`config.mk`:
```
export PLATFORM = sky130hd
export DESIGN_NAME = largest_square_in_mask_unit
export DESIGN_NICKNAME = d
export VERILOG_FILES = /design/src/design/lsqm_pkg.sv /design/src/design/lsqm_ram.sv /design/src/design/largest_square_in_mask_unit.sv
export SDC_FILE = /design/constraint.sdc
export NUM_CORES = 2
export LEC_CHECK = 0
export BUFFER_PORTS_ARGS = -buffer_cell sky130_fd_sc_hd__buf_2
export CORE_ASPECT_RATIO = 1.1
export CORE_MARGIN = 3
export CORE_UTILIZATION = 40
export CTS_BUF_LIST = sky130_fd_sc_hd__clkbuf_2
export CTS_CLUSTER_SIZE = 12
export DETAILED_ROUTE_END_ITERATION = 16
export PLACE_DENSITY = 0.58
export SLEW_MARGIN = 0
export SYNTH_ARGS = -nofsm -noshare
export SYNTH_HDL_FRONTEND = slang
export SYNTH_SLANG_ARGS = --single-unit
```
`constraint.sdc`:
```
create_clock -name clk -period 27.1 [get_ports clk]
set_clock_uncertainty 0.1 [all_clocks]
set_input_delay 4.065 -clock clk [delete_from_list [all_inputs] [get_ports clk]]
set_output_delay 4.065 -clock clk [all_outputs]
set_load 0.01 [all_outputs]
```
`src/design/lsqm_pkg.sv`:
```
// Shared constants and types for the largest square in mask unit.
`timescale 1ns / 1ps

package lsqm_pkg;

    localparam int MASK_W   = 8;
    localparam int THRESH_W = 8;
    localparam int LIMIT_W  = 9;
    localparam int SIZE_W   = 9;
    localparam int CFG_W    = 9;
    localparam int CFG_IDX_W = 2;

    localparam int SIDE_OUT_W = 9;
    localparam int POS_OUT_W  = 8;
    localparam int CROP_OUT_W = 9;
    localparam int RESULT_W   = SIDE_OUT_W + 2 * POS_OUT_W + 3 * CROP_OUT_W;
    localparam int TDATA_OUT_W = ((RESULT_W + 7) / 8) * 8;

    localparam logic [THRESH_W-1:0] THRESH_RESET = 8'd200;
    localparam logic [LIMIT_W-1:0]  LIMIT_RESET  = 9'd256;
    localparam logic [SIZE_W-1:0]   SIZE_RESET   = 9'd256;

    typedef enum logic [CFG_IDX_W-1:0] {
        CFG_SET_THRESHOLD = 2'd0,
        CFG_CROP_LIMIT    = 2'd1,
        CFG_FRAME_COLS    = 2'd2,
        CFG_FRAME_ROWS    = 2'd3
    } cfg_index_t;

    typedef struct packed {
        logic [CROP_OUT_W-1:0] crop_side;
        logic [CROP_OUT_W-1:0] crop_col;
        logic [CROP_OUT_W-1:0] crop_row;
        logic [POS_OUT_W-1:0]  end_col;
        logic [POS_OUT_W-1:0]  end_row;
        logic [SIDE_OUT_W-1:0] max_side;
    } result_t;

endpackage

```
`src/design/lsqm_ram.sv`:
```
// Generic single-port-write, single-port-read RAM with registered read data.
`timescale 1ns / 1ps

module lsqm_ram #(
    parameter int WIDTH = 9,
    parameter int DEPTH = 256
) (
    input  logic                     clk,
    input  logic                     we,
    input  logic [$clog2(DEPTH)-1:0] waddr,
    input  logic [WIDTH-1:0]         wdata,
    input  logic                     re,
    input  logic [$clog2(DEPTH)-1:0] raddr,
    output logic [WIDTH-1:0]         rdata
);

    logic [WIDTH-1:0] mem [DEPTH];

    always_ff @(posedge clk)
    begin
        if (we)
        begin
            mem[waddr] <= wdata;
        end
        if (re)
        begin
            rdata <= mem[raddr];
        end
    end

endmodule

```
`src/design/largest_square_in_mask_unit.sv`:
```
// Largest all-set square in a raster mask, with a centered crop window.
//
//  channel  | dir | beat contents
//  ---------+-----+------------------------------------------------------------
//  s_axis   | in  | one mask pixel per beat, raster order
//  m_axis   | out | one result beat per frame: side, end position, crop window
//  cfg      | in  | register write: threshold, crop limit, frame cols, frame rows
//
//  One pixel beat per cycle unless stalled. The row memory is read on accept
//  and written when that pixel leaves stage 1; a write to the entry being read
//  in that cycle is forwarded. A frame's result passes from stage 1 through
//  the finish stage into the result register. No clearing pass after reset:
//  a fill count marks the entries written in the current frame. Input stalls
//  only when a frame-end pixel meets a full result register and a full finish stage.
`timescale 1ns / 1ps

module largest_square_in_mask_unit #(
    parameter int MAX_COLS = 256,
    parameter int MAX_ROWS = 256
) (
    input  logic                                clk,
    input  logic                                rst_n,
    input  logic                                s_axis_tvalid,
    output logic                                s_axis_tready,
    input  logic [lsqm_pkg::MASK_W-1:0]         s_axis_tdata,   // [7:0] mask_value
    output logic                                m_axis_tvalid,
    input  logic                                m_axis_tready,
    // [8:0] max_side, [16:9] end_row, [24:17] end_col, [33:25] crop_row,
    // [42:34] crop_col, [51:43] crop_side, [55:52] zero
    output logic [lsqm_pkg::TDATA_OUT_W-1:0]    m_axis_tdata,
    input  logic                                cfg_wr_en,
    input  logic [lsqm_pkg::CFG_IDX_W-1:0]      cfg_index,
    input  logic [lsqm_pkg::CFG_W-1:0]          cfg_data
);

    localparam int COL_W  = (MAX_COLS > 1) ? $clog2(MAX_COLS) : 1;
    localparam int ROW_W  = (MAX_ROWS > 1) ? $clog2(MAX_ROWS) : 1;
    localparam int CCNT_W = $clog2(MAX_COLS + 1);
    localparam int RCNT_W = $clog2(MAX_ROWS + 1);
    localparam int CLW    = (CCNT_W > lsqm_pkg::SIZE_W) ? CCNT_W : lsqm_pkg::SIZE_W;
    localparam int RLW    = (RCNT_W > lsqm_pkg::SIZE_W) ? RCNT_W : lsqm_pkg::SIZE_W;
    localparam int MIN_DIM = (MAX_COLS < MAX_ROWS) ? MAX_COLS : MAX_ROWS;
    localparam int SW     = $clog2(MIN_DIM + 1);
    localparam int MW     = (SW > lsqm_pkg::LIMIT_W) ? SW : lsqm_pkg::LIMIT_W;
    localparam int OW     = lsqm_pkg::CROP_OUT_W;

    // configuration
    logic [lsqm_pkg::THRESH_W-1:0] thresh_reg;
    logic [lsqm_pkg::LIMIT_W-1:0]  limit_reg;
    logic [lsqm_pkg::SIZE_W-1:0]   fcols_reg;
    logic [lsqm_pkg::SIZE_W-1:0]   frows_reg;

    always_ff @(posedge clk or negedge rst_n)
    begin
        if (!rst_n)
        begin
            thresh_reg <= lsqm_pkg::THRESH_RESET;
            limit_reg  <= lsqm_pkg::LIMIT_RESET;
            fcols_reg  <= lsqm_pkg::SIZE_RESET;
            frows_reg  <= lsqm_pkg::SIZE_RESET;
        end
        else if (cfg_wr_en)
        begin
            unique case (lsqm_pkg::cfg_index_t'(cfg_index))
                lsqm_pkg::CFG_SET_THRESHOLD: thresh_reg <= cfg_data[lsqm_pkg::THRESH_W-1:0];
                lsqm_pkg::CFG_CROP_LIMIT:    limit_reg  <= cfg_data[lsqm_pkg::LIMIT_W-1:0];
                lsqm_pkg::CFG_FRAME_COLS:    fcols_reg  <= cfg_data[lsqm_pkg::SIZE_W-1:0];
                lsqm_pkg::CFG_FRAME_ROWS:    frows_reg  <= cfg_data[lsqm_pkg::SIZE_W-1:0];
            endcase
        end
    end

    // position counters and fill count, advanced on accept
    logic [COL_W-1:0]  col_count_reg;
    logic [ROW_W-1:0]  row_count_reg;
    logic [CCNT_W-1:0] fill_reg;

    logic [CLW-1:0]    cols_w;
    logic [RLW-1:0]    rows_w;
    logic [CLW-1:0]    col_inc;
    logic [RLW-1:0]    row_inc;
    logic              row_end;
    logic              frame_end;
    logic              up_ok;
    logic [CCNT_W-1:0] fill_next;
    logic              accept;

    always_comb
    begin
        if (fcols_reg == '0)
            cols_w = CLW'(1);
        else if (CLW'(fcols_reg) > CLW'(MAX_COLS))
            cols_w = CLW'(MAX_COLS);
        else
            cols_w = CLW'(fcols_reg);

        if (frows_reg == '0)
            rows_w = RLW'(1);
        else if (RLW'(frows_reg) > RLW'(MAX_ROWS))
            rows_w = RLW'(MAX_ROWS);
        else
            rows_w = RLW'(frows_reg);

        col_inc   = CLW'(col_count_reg) + CLW'(1);
        row_inc   = RLW'(row_count_reg) + RLW'(1);
        row_end   = (col_inc >= cols_w);
        frame_end = row_end && (row_inc >= rows_w);
        up_ok     = (row_count_reg != '0) && (CCNT_W'(col_count_reg) < fill_reg);

        if (frame_end)
            fill_next = '0;
        else if (CCNT_W'(col_inc) > fill_reg)
            fill_next = CCNT_W'(col_inc);
        else
            fill_next = fill_reg;
    end

    always_ff @(posedge clk or negedge rst_n)
    begin
        if (!rst_n)
        begin
            col_count_reg <= '0;
            row_count_reg <= '0;
            fill_reg      <= '0;
        end
        else if (accept)
        begin
            fill_reg <= fill_next;
            if (row_end)
            begin
                col_count_reg <= '0;
                row_count_reg <= frame_end ? '0 : ROW_W'(row_inc);
            end
            else
            begin
                col_count_reg <= COL_W'(col_inc);
            end
        end
    end

    // stage 1: row memory data available, side computed, written back on leave
    logic              s1_valid_reg;
    logic              s1_set_reg;
    logic              s1_up_ok_reg;
    logic              s1_last_reg;
    logic [COL_W-1:0]  s1_col_reg;
    logic [ROW_W-1:0]  s1_row_reg;
    logic              fwd_hit_reg;
    logic [SW-1:0]     fwd_data_reg;
    logic [SW-1:0]     ram_rdata;

    logic [SW-1:0]     left_reg;
    logic [SW-1:0]     diag_reg;
    logic [SW-1:0]     best_side_reg;
    logic [ROW_W-1:0]  best_row_reg;
    logic [COL_W-1:0]  best_col_reg;

    logic              fin_valid_reg;
    logic [SW-1:0]     fin_side_reg;
    logic [ROW_W-1:0]  fin_row_reg;
    logic [COL_W-1:0]  fin_col_reg;

    logic              out_valid_reg;
    lsqm_pkg::result_t out_reg;

    logic              out_free;
    logic              fin_move;
    logic              fin_free;
    logic              s1_adv;
    logic              s1_leave;

    logic [SW-1:0]     up_w;
    logic [SW-1:0]     dg_w;
    logic [SW-1:0]     lf_w;
    logic [SW-1:0]     min_w;
    logic [SW-1:0]     side_w;
    logic              take_best;

    assign out_free      = !out_valid_reg || m_axis_tready;
    assign fin_move      = fin_valid_reg && out_free;
    assign fin_free      = !fin_valid_reg || out_free;
    assign s1_adv        = !s1_last_reg || fin_free;
    assign s1_leave      = s1_valid_reg && s1_adv;
    assign s_axis_tready = !s1_valid_reg || s1_adv;
    assign accept        = s_axis_tvalid && s_axis_tready;

    always_comb
    begin
        if (!s1_up_ok_reg)
            up_w = '0;
        else if (fwd_hit_reg)
            up_w = fwd_data_reg;
        else
            up_w = ram_rdata;

        dg_w = (s1_row_reg == '0 || s1_col_reg == '0) ? '0 : diag_reg;
        lf_w = (s1_col_reg == '0) ? '0 : left_reg;

        min_w = (up_w < dg_w) ? up_w : dg_w;
        if (lf_w < min_w)
            min_w = lf_w;

        side_w    = s1_set_reg ? min_w + SW'(1) : '0;
        take_best = (side_w >= best_side_reg);
    end

    lsqm_ram #(
        .WIDTH (SW),
        .DEPTH (MAX_COLS)
    ) u_row_ram (
        .clk   (clk),
        .we    (s1_leave),
        .waddr (s1_col_reg),
        .wdata (side_w),
        .re    (accept),
        .raddr (col_count_reg),
        .rdata (ram_rdata)
    );

    always_ff @(posedge clk or negedge rst_n)
    begin
        if (!rst_n)
        begin
            s1_valid_reg <= 1'b0;
        end
        else if (s_axis_tready)
        begin
            s1_valid_reg <= s_axis_tvalid;
        end
    end

    always_ff @(posedge clk)
    begin
        if (accept)
        begin
            s1_set_reg   <= (s_axis_tdata > thresh_reg);
            s1_up_ok_reg <= up_ok;
            s1_last_reg  <= frame_end;
            s1_col_reg   <= col_count_reg;
            s1_row_reg   <= row_count_reg;
            fwd_hit_reg  <= s1_leave && (s1_col_reg == col_count_reg);
            fwd_data_reg <= side_w;
        end
    end

    always_ff @(posedge clk or negedge rst_n)
    begin
        if (!rst_n)
        begin
            left_reg      <= '0;
            diag_reg      <= '0;
            best_side_reg <= '0;
            best_row_reg  <= '0;
            best_col_reg  <= '0;
        end
        else if (s1_leave)
        begin
            left_reg <= side_w;
            diag_reg <= up_w;
            if (s1_last_reg)
            begin
                best_side_reg <= '0;
                best_row_reg  <= '0;
                best_col_reg  <= '0;
            end
            else if (take_best)
            begin
                best_side_reg <= side_w;
                best_row_reg  <= s1_row_reg;
                best_col_reg  <= s1_col_reg;
            end
        end
    end

    // finish stage: final best of the frame
    always_ff @(posedge clk or negedge rst_n)
    begin
        if (!rst_n)
        begin
            fin_valid_reg <= 1'b0;
        end
        else if (s1_leave && s1_last_reg)
        begin
            fin_valid_reg <= 1'b1;
        end
        else if (fin_move)
        begin
            fin_valid_reg <= 1'b0;
        end
    end

    always_ff @(posedge clk)
    begin
        if (s1_leave && s1_last_reg)
        begin
            fin_side_reg <= take_best ? side_w : best_side_reg;
            fin_row_reg  <= take_best ? s1_row_reg : best_row_reg;
            fin_col_reg  <= take_best ? s1_col_reg : best_col_reg;
        end
    end

    // result register: crop window
    logic [MW-1:0] crop_side_w;
    logic [MW-1:0] crop_off_w;
    logic [OW-1:0] crop_base_r;
    logic [OW-1:0] crop_base_c;

    always_comb
    begin
        crop_side_w = (MW'(fin_side_reg) < MW'(limit_reg)) ? MW'(fin_side_reg)
                                                           : MW'(limit_reg);
        crop_off_w  = (MW'(fin_side_reg) - crop_side_w) >> 1;
        crop_base_r = OW'(fin_row_reg) + OW'(1) - OW'(fin_side_reg) + OW'(crop_off_w);
        crop_base_c = OW'(fin_col_reg) + OW'(1) - OW'(fin_side_reg) + OW'(crop_off_w);
    end

    always_ff @(posedge clk or negedge rst_n)
    begin
        if (!rst_n)
        begin
            out_valid_reg <= 1'b0;
        end
        else if (fin_move)
        begin
            out_valid_reg <= 1'b1;
        end
        else if (m_axis_tready)
        begin
            out_valid_reg <= 1'b0;
        end
    end

    always_ff @(posedge clk)
    begin
        if (fin_move)
        begin
            out_reg.max_side  <= lsqm_pkg::SIDE_OUT_W'(fin_side_reg);
            out_reg.end_row   <= lsqm_pkg::POS_OUT_W'(fin_row_reg);
            out_reg.end_col   <= lsqm_pkg::POS_OUT_W'(fin_col_reg);
            out_reg.crop_row  <= crop_base_r;
            out_reg.crop_col  <= crop_base_c;
            out_reg.crop_side <= OW'(crop_side_w);
        end
    end

    assign m_axis_tvalid = out_valid_reg;
    assign m_axis_tdata  = lsqm_pkg::TDATA_OUT_W'(out_reg);

    // checks
    a_stall_blocks_input : assert property (@(posedge clk) disable iff (!rst_n)
        (s1_valid_reg && !s1_adv) |-> !s_axis_tready)
        else $error("input accepted while stage 1 holds");

    a_fill_in_range : assert property (@(posedge clk) disable iff (!rst_n)
        fill_reg <= CCNT_W'(MAX_COLS))
        else $error("fill count beyond row memory depth");

    a_frame_end_clears : assert property (@(posedge clk) disable iff (!rst_n)
        (accept && frame_end) |=> (col_count_reg == '0 && row_count_reg == '0
                                   && fill_reg == '0))
        else $error("position not cleared after frame end");

    a_best_bounded : assert property (@(posedge clk) disable iff (!rst_n)
        best_side_reg <= SW'(MIN_DIM))
        else $error("best side exceeds frame bounds");

endmodule
```
==> results.json <==
{
  "outcome": "completed",
  "cts_buffers": 642,
  "vias": 49400,
  "synthFlopType": "edfxtp_1",
  "synth_seq_area_share": 0.748,
  "layout_min_cycle_time_ns": 9.95,
  "worst-setup-path-type": "reg -> reg",
  "nFillCells": 21400,
  "slew_viol_final": 0,
  "fin_nets": 5397,
  "endpoint": "best_row_reg[6]",
  "grt_pass1_wl_um": 363000,
  "grt_max_degree": 214,
  "worst_path_max_delay_cell": "or4_4",
  "crit_start": "s1_col_reg[4]",
  "synth_edf_count": 2419,
  "grt_pass1_vias": 51600,
  "htreeDepth": 6,
  "clockBufferDepth": 4,
  "setup-tns-final_ns": 0,
  "crit_required_ns": 28.50,
  "cpLargestDelayFamily": "compound AO/OA/AOI/OAI gates",
  "multi_input_area_sq_um": 24200,
  "arrival_ns": 11.35,
  "cp_max_fo": 171,
  "postCtsSetupRepairBufs": 0,
  "ir_worst_vdd_uv": 230,
  "power.density_nw_per_um2": 124,
  "drt-initial-drc-count": 4486,
  "design.core.area_sq_um": 250000,
  "largest_register_ffs": 2304,
  "top_register": "u_row_ram.mem",
  "worst-path-stages": 31,
  "gp_congestion": 0.817,
  "max_slew_margin": 0.0919,
  "start_util": 0.403,
  "hp-start": "best_col_reg[7]",
  "use_met1": 0.262,
  "clkLatencyLatePin_ns": 1.73,
  "die_h_um": 532,
  "num_rows": 192,
  "clk_pin_slew_ns": 0.11,
  "antenna_found_initial": 17,
  "final_antenna_net_count": 0,
  "drcViolationCount": 0,
  "wl_per_cell_um": 27.7,
  "syn_area_sq_um": 101000,
  "die_width_um": 484,
  "fin_crit_sh": 0.367,
  "setup_viol": 0,
  "top_usage_layer": "met2",
  "power_w": 0.0137,
  "ys_warn_count": 0,
  "firstDrtPassIters": 5,
  "area_growth_pct": 10.1,
  "drive_gt1_frac": 0.355,
  "die_area_sq_um": 258000,
  "rsz0062_at_grt": "false",
  "cts_root_buf": "clkbuf_2",
  "syn_area_per_cell_sq_um": 21.5,
  "syn_inst": 4672,
  "async_reset_ff_frac": 0.0420,
  "cp-start-kind": "register",
  "crit_top_cell": "o21ai_0",
  "report.final.hold_viol_count": 0,
  "end_kind": "register",
  "hold_path_class": "reg -> reg",
  "power_leakage_nw": 36.3,
  "grt_overflow": 0,
  "yosys.cell_types.count": 66,
  "path_buf_inv": 2,
  "grt_use_met2": 0.311,
  "numClockSinks": 2525,
  "cts-resized-gates": 0,
  "ff2ff_path_depth": 31,
  "use_met3": 0.0412,
  "io_buffers": 77,
  "wirelength_um": 248000,
  "worst-slew-pin-transition_ns": 1.36,
  "seqCellArea_sq_um": 75300,
  "ys_ff_latch": 2525,
  "viasPerCell": 5.50,
  "ff2ff_setup_slack_ns": 17.15,
  "final_cell_mix": "2419 x edfxtp_1, 889 x clkbuf_2, 765 x mux4_2, 290 x nor2_1, 150 x nand2_1",
  "io_pins": 82,
  "cts_tree": "done",
  "dp_hpwl_um": 146000,
  "grt_usage": 0.192,
  "hold_buffers": 0,
  "critPathMaxStageDelay_ns": 0.73,
  "final_common_cell": "edfxtp_1",
  "reg2reg_from": "s1_col_reg[4]",
  "rr_endpoint": "best_row_reg[6]",
  "clock.fmax_mhz": 101,
  "cap_violations": 0
}
==> through the flow <==
stage | std cells | setup slack (ns) | utilization | hold slack (ns) | cell area, sq um
after floorplan | 4675 | 7.95 | - | 0.326 | 101000
after global placement | 7907 | 17.32 | 0.421 | 0.362 | 105000
after detailed placement | 7907 | 17.15 | 0.421 | 0.368 | 105000
after CTS | 8965 | 17.10 | 0.444 | 0.390 | 111000
after global routing | 8972 | 16.44 | 0.444 | 0.411 | 111000
final | 8974 | 17.15 | 0.444 | 0.385 | 111000
==> routing by layer <==
metal | wire [um] | share of wire
met5 | 21 | 0.000085
met2 | 123000 | 0.49
met1 | 103000 | 0.42
met4 | 5630 | 0.023
met3 | 16300 | 0.066
==> worst reg2reg max path: cells and delay by family, from the launching register on <==
family,cells,cell delay (ns)
adders and majority gates,4,1.27
buffers and inverters,2,0.78
DFF,1,0.54
muxes,2,0.87
and+or+nand+nor,8,2.40
AOI/OAI and AO/OA,15,3.79
==> worst min path at each step <==
stage / end / slack (ns) / depth (start not counted)
after global placement: best_col_reg[7] / 0.36 / 2
after detailed placement: best_col_reg[3] / 0.37 / 2
after global routing: best_row_reg[1] / 0.41 / 2
after floorplan: m_axis_tdata[10] / 0.33 / 0
after CTS: best_col_reg[3] / 0.39 / 2
final: best_col_reg[7] / 0.39 / 2
==> cell families (layout without fill, tap and decap cells) <==
kind of cell,after synthesis,in the layout,synth area share
muxes,839,839,0.179
xor gates and xnor gates,49,49,0.00427
and+or+nand+nor,589,589,0.0251
adders and majority gates,120,120,0.0162
other,1,13,0.0000373
DFF,2525,2525,0.748
buffers and inverters,333,1325,0.0129
AOI/OAI and AO/OA,216,216,0.0137
==> cell usage after synthesis, drive strengths merged, types with 2 or more instances <==
cell | count | area share
o21bai | 7 | 0.00052
nor2 | 294 | 0.011
nor2b | 23 | 0.0014
or2 | 2 | 0.00012
fa | 17 | 0.0034
mux2i | 17 | 0.0017
o21a | 13 | 0.00097
o211ai | 4 | 0.00030
nor3 | 10 | 0.00050
mux4 | 765 | 0.17
clkbuf | 163 | 0.0061
edfxtp | 2419 | 0.72
a211oi | 2 | 0.00015
clkinv | 4 | 0.00015
o31ai | 15 | 0.0011
ha | 103 | 0.013
nor3b | 4 | 0.00030
o2bb2ai | 5 | 0.00044
and4 | 4 | 0.00035
xnor2 | 36 | 0.0031
nand3 | 29 | 0.0014
a2111oi | 3 | 0.00026
nand2 | 164 | 0.0061
a21oi | 48 | 0.0024
a221o | 2 | 0.00020
and3 | 7 | 0.00044
xor2 | 13 | 0.0011
dfrtp | 100 | 0.025
nor4 | 4 | 0.00025
o21ai | 76 | 0.0038
nand2b | 20 | 0.0012
a41o | 2 | 0.00020
nand4 | 9 | 0.00056
mux2 | 57 | 0.0064
a32o | 5 | 0.00050
and2 | 12 | 0.00077
a21o | 16 | 0.0012
inv | 83 | 0.0031
o41ai | 5 | 0.00051
o2111ai | 3 | 0.00026
a22o | 3 | 0.00026
buf | 83 | 0.0035
nand3b | 2 | 0.00015
dfstp | 6 | 0.0016
==> report_power, final <==
part,internal [W],total [W],switching [W]
clock,0.00102,0.00254,0.00152
combinational,0.00182,0.00522,0.00340
sequential,0.00583,0.00598,0.000149
total,0.00867,0.0137,0.00507
==> cell type report <==
type	count	share of cell area
Inverter	87	0.00329
Sequential cell	2525	0.680
Clock inverter	169	0.0102
Antenna cell	9	0.000203
Timing Repair Buffer	180	0.0112
Clock buffer	889	0.0402
Multi-Input combinational cell	1817	0.218
Tap cell	3298	0.0372
(Power assumes the default switching activity.)
